## src/hdl/tfl_pkg.sv

```systemverilog
// tfl_pkg: shared types and constants of the TCP flow tracker.
// No dependencies; used by the interfaces, controller, datapath and top level.
package tfl_pkg;

    localparam int unsigned HDR_MIN    = 20;
    localparam int unsigned WORD_BYTES = 4;
    localparam int unsigned NUM_SLOTS  = 5;

    // result slot order within one segment
    localparam int unsigned SLOT_DATA    = 0;
    localparam int unsigned SLOT_REL_SRV = 1;
    localparam int unsigned SLOT_REL_CLI = 2;
    localparam int unsigned SLOT_CLOSE   = 3;
    localparam int unsigned SLOT_VERDICT = 4;

    localparam logic [1:0] EV_VERDICT = 2'd0;
    localparam logic [1:0] EV_DATA    = 2'd1;
    localparam logic [1:0] EV_CLOSED  = 2'd2;

    localparam logic [1:0] FS_SYN_SENT   = 2'd0;
    localparam logic [1:0] FS_SYNACK     = 2'd1;
    localparam logic [1:0] FS_ESTABLISHED = 2'd2;

    typedef struct packed {
        logic [31:0] src_ip;
        logic [31:0] dst_ip;
        logic [15:0] src_port;
        logic [15:0] dst_port;
        logic [31:0] seq_num;
        logic [31:0] ack_num;
        logic        syn_flag;
        logic        ack_flag;
        logic        fin_flag;
        logic        rst_flag;
        logic [3:0]  data_offset;
        logic [15:0] segment_len;
    } t_segment;

    typedef struct packed {
        logic [1:0]  event_kind;
        logic        from_client;
        logic [14:0] flush_len;
        logic [3:0]  flow_index;
        logic        verdict_ok;
        logic        last;
    } t_event;

    typedef struct packed {
        logic idle;
        logic look;
        logic decide;
        logic emit;
    } t_ctl_cmd;

    typedef struct packed {
        logic pop_fire;
        logic pop_last;
    } t_ctl_sts;

endpackage

```

## src/hdl/tfl_ctrl.sv

```systemverilog
// tfl_ctrl: sequencer of the flow tracker (idle, look up, decide, emit).
// Depends on tfl_pkg.
module tfl_ctrl (
    input  logic              i_clk,
    input  logic              i_rst_n,
    input  logic              i_seg_valid,
    input  tfl_pkg::t_ctl_sts i_sts,
    output tfl_pkg::t_ctl_cmd o_cmd
);
    typedef enum logic [1:0] {ST_IDLE, ST_LOOK, ST_DECIDE, ST_EMIT} t_state;

    t_state r_state;
    t_state n_state;

    always_comb begin
        n_state = r_state;
        case (r_state)
            ST_IDLE:   if (i_seg_valid) n_state = ST_LOOK;
            ST_LOOK:   n_state = ST_DECIDE;
            ST_DECIDE: n_state = ST_EMIT;
            ST_EMIT:   if (i_sts.pop_fire && i_sts.pop_last) n_state = ST_IDLE;
            default:   n_state = ST_IDLE;
        endcase
    end

    always_ff @(posedge i_clk) begin
        if (!i_rst_n) begin
            r_state <= ST_IDLE;
        end else begin
            r_state <= n_state;
        end
    end

    assign o_cmd.idle   = (r_state == ST_IDLE);
    assign o_cmd.look   = (r_state == ST_LOOK);
    assign o_cmd.decide = (r_state == ST_DECIDE);
    assign o_cmd.emit   = (r_state == ST_EMIT);

    a_emit_ends: assert property (@(posedge i_clk) disable iff (!i_rst_n)
        (o_cmd.emit && i_sts.pop_fire && i_sts.pop_last) |=> o_cmd.idle)
        else $error("emit did not return to idle");
    a_decide_emit: assert property (@(posedge i_clk) disable iff (!i_rst_n)
        o_cmd.decide |=> o_cmd.emit)
        else $error("decide not followed by emit");
    a_look_after_idle: assert property (@(posedge i_clk) disable iff (!i_rst_n)
        o_cmd.look |-> $past(o_cmd.idle && i_seg_valid))
        else $error("lookup without accepted segment");
endmodule

```

## config.mk

```make
export PLATFORM = sky130hd
export DESIGN_NAME = tfl_ctrl
export DESIGN_NICKNAME = d
export VERILOG_FILES = /design/src/hdl/tfl_pkg.sv /design/src/hdl/tfl_ctrl.sv
export SDC_FILE = /design/constraint.sdc
export NUM_CORES = 1
export LEC_CHECK = 0
export ABC_AREA = 1
export CAP_MARGIN = 20
export CORE_AREA = 2 2 39 41
export CTS_CLUSTER_DIAMETER = 200
export DETAILED_ROUTE_END_ITERATION = 10
export DIE_AREA = 0 0 41 43
export DONT_BUFFER_PORTS = 1
export GPL_TIMING_DRIVEN = 1
export SLEW_MARGIN = 20
export SYNTH_ARGS = -nofsm -noshare
export SYNTH_HDL_FRONTEND = slang
export SYNTH_SLANG_ARGS = --single-unit
```

## constraint.sdc

```tcl
create_clock -name i_clk -period 1.2 [get_ports i_clk]
set_clock_uncertainty 0.1 [all_clocks]
set_input_delay 0.18 -clock i_clk [delete_from_list [all_inputs] [get_ports i_clk]]
set_output_delay 0.18 -clock i_clk [all_outputs]
set_load 0.005 [all_outputs]
```

==> impl_metrics.json <==
{
  "post_drt_via_cell_ratio": 3.400,
  "synthesis.yosys.warnings": 0,
  "hold_path_class": "input pin to register",
  "cp_num_buf_inv": 1,
  "cp_slowest_stage_delay_ns": 0.32,
  "power_per_cell_area_mw_per_mm2": 2775,
  "effective_utilization_at_floorplan_pct": 11.30,
  "status": "finished clean",
  "grt_pass1_vias": 131,
  "cts-buffers-inserted": 3,
  "drive_gt1_share_pct": 48.28,
  "worst_slew_margin_rel_pct": 92.53,
  "syn_nets": 31,
  "total_leakage_power_nw": 0.1207,
  "cp_data_required_time_ns": 0.92,
  "hold_viol": 0,
  "worstMarginPinSlew_ns": 0.1120,
  "cpMaxStageDelayCell": "sky130_fd_sc_hd__dfxtp_2",
  "synth.avg_cell_area_um2": 7.109,
  "max_cap_violations": 0,
  "ios": 9,
  "netlist-cell-type-count": 8,
  "postSynth.asyncResetShare_pct": 0,
  "port-buffer-count": 0,
  "dr_wl_met3_um": 31,
  "number_of_cells_after_detailed_placement": 39,
  "min_period_ns": 1.167,
  "design.core.area_mm2": 0.001384,
  "fp-row-count": 14,
  "grt_first_pass_wirelength_um": 565,
  "finalNetCount": 40,
  "critical_path.startpoint_type": "register",
  "maximum_number_of_pins_on_one_net_before_global_route_repair": 5,
  "largest_reg_flops": 2,
  "synth_top_cells_by_area": "sky130_fd_sc_hd__ha_1, sky130_fd_sc_hd__dfxtp_1, sky130_fd_sc_hd__nand2_1, sky130_fd_sc_hd__inv_1, sky130_fd_sc_hd__nor2_1",
  "route.antenna.remaining_nets": 0,
  "clock_sink_total": 2,
  "highest-signal-layer": "met3",
  "grt-ovfl-total": 0,
  "clock_tree.buffer_depth": 2,
  "largest-register": "r_state",
  "syn_to_final_growth_pct": 63.20,
  "ys_ff_latch": 2,
  "die_h_um": 43,
  "path_cells": "buf_4 -> ha_1",
  "cts_root_buffer": "sky130_fd_sc_hd__clkbuf_4",
  "setup-tns-final_ns": 0,
  "path_delay_family": "flip-flops",
  "n_antenna_cell": 0,
  "yosysMostFrequentCell": "sky130_fd_sc_hd__nand2_1",
  "path_class": "register to output port",
  "floorplan_die_area_mm2": 0.001763,
  "vias": 153,
  "clkTransAtPathRegs_ns": 0.03,
  "globalplace.congestion": 0.6066,
  "drt_pass1_iterations": 4,
  "r2r_slack_ns": 0.06,
  "tritoncts": "built",
  "antenna_found_initial": 0,
  "netlist.area_leader.share_pct": 32.00,
  "worstSkewPairLatency_ns": 0.23,
  "finalPower_w": 0.0007082,
  "finalSetupViolations": 0,
  "biggestRegsByFlops": "r_state: 2 flops",
  "finalMaxSlewViolations": 0,
  "synth.cell_area_um2": 156.4,
  "drc": 0,
  "netlist_top_cells_count": "sky130_fd_sc_hd__nand2_1, sky130_fd_sc_hd__ha_1, sky130_fd_sc_hd__inv_1",
  "cp_endpoint_kind": "output port",
  "drt-total-wl_um": 376,
  "post-route-period-util_pct": 97.22,
  "final_core_util_pct": 18.44,
  "max_fanout_on_critical_path": 3,
  "ir_drop_v": 0.0008226,
  "postSynthCellCount": 22,
  "iteration_0_drc_markers": 3,
  "detailroute.wirelength.met2_um": 187,
  "final_cell_count_without_fillers": 45,
  "wl_per_cell_um": 8.356,
  "synth_largest_area_cell": "sky130_fd_sc_hd__ha_1",
  "grt_util_all_layers_pct": 5.506,
  "cts.htree.levels": 1,
  "wirelength_met1_um": 157,
  "grt_setup_unrepaired": "false",
  "cp.arrival_ns": 0.89,
  "synth_seq_area_share_pct": 25.60,
  "floorplan.die.width_um": 41,
  "ys_dominant_reg_cell": "sky130_fd_sc_hd__dfxtp_1",
  "maxClockFrequency_mhz": 857.1,
  "synth-edff-count": 0
}
layout make-up:
class,instances,area [µm²]
Inverter,4,15.01
Fill cell,153,1129
Timing Repair Buffer,4,36.28
Tap cell,16,20.02
Sequential cell,2,42.54
Multi-Input combinational cell,16,118.9
Clock buffer,3,22.52
path summary, 6_finish.rpt:
check,from,end,cells after the start
worst max-delay path,r_state[1]$_SDFFE_PN0P_,o_cmd[1],2
worst min-delay path,i_seg_valid,r_state[0]$_SDFFE_PN0P_,4
worst max register to register,r_state[1]$_SDFFE_PN0P_,r_state[0]$_SDFFE_PN0P_,6
worst min register to register,r_state[0]$_SDFFE_PN0P_,r_state[0]$_SDFFE_PN0P_,3
cells by family after synthesis:
kind of cell / Yosys count / synth area share (%)
buf+inv: 4 / 9.597
fa+ha+maj: 4 / 32.00
flops: 2 / 25.60
simple gates: 10 / 26.40
compound gates: 2 / 6.400
layout by cell type (no fill, tap or decap), drive strengths merged:
cell,Yosys,final
nand3,1,1
a21oi,2,2
inv,4,4
clkbuf,0,3
dlygate4sd3,0,1
dfxtp,2,2
buf,0,3
nand2,6,6
nor2,3,3
ha,4,4
tightest hold or removal path, delay by kind of cell:
kind	cells	cell delay (ns)
AO/OA/AOI/OAI	1	0.07
buffers and inverters	1	0.02
AND/OR/NAND/NOR	2	0.17
per-layer routing:
layer  GRT usage (%)  up-vias
met5               0        -
met3           4.712        0
li1                -       80
met2           6.250        6
met1           5.414       67
met4           6.000        0
per-stage QoR:
stage	hold slack, ns	cell area (µm²)	setup WS (ns)
after floorplan	0.2007	156.4	0.09193
after global placement	0.2132	183.9	0.03147
after detailed placement	0.2136	183.9	0.01751
after CTS	0.1501	236.5	0.0003723
after global routing	0.1798	255.2	0.001938
final	0.1586	255.2	0.03333
power breakdown:
group | switching (W) | total (W) | internal [W]
Combinational | 0.000206 | 0.000423 | 0.000217
Clock | 0.0000410 | 0.000152 | 0.000111
Sequential | 0.0000251 | 0.000134 | 0.000108
what timing repair did:
item / in CTS / in global routing
endpoints found under the hold margin: 2 / 0
setup endpoints to repair: 2 / 3
setup buffers: 2 / 0
hold buffers: 1 / 0
resized for setup: 4 / 5
pin swaps: 1 / 2
(Power assumes the default switching activity.)
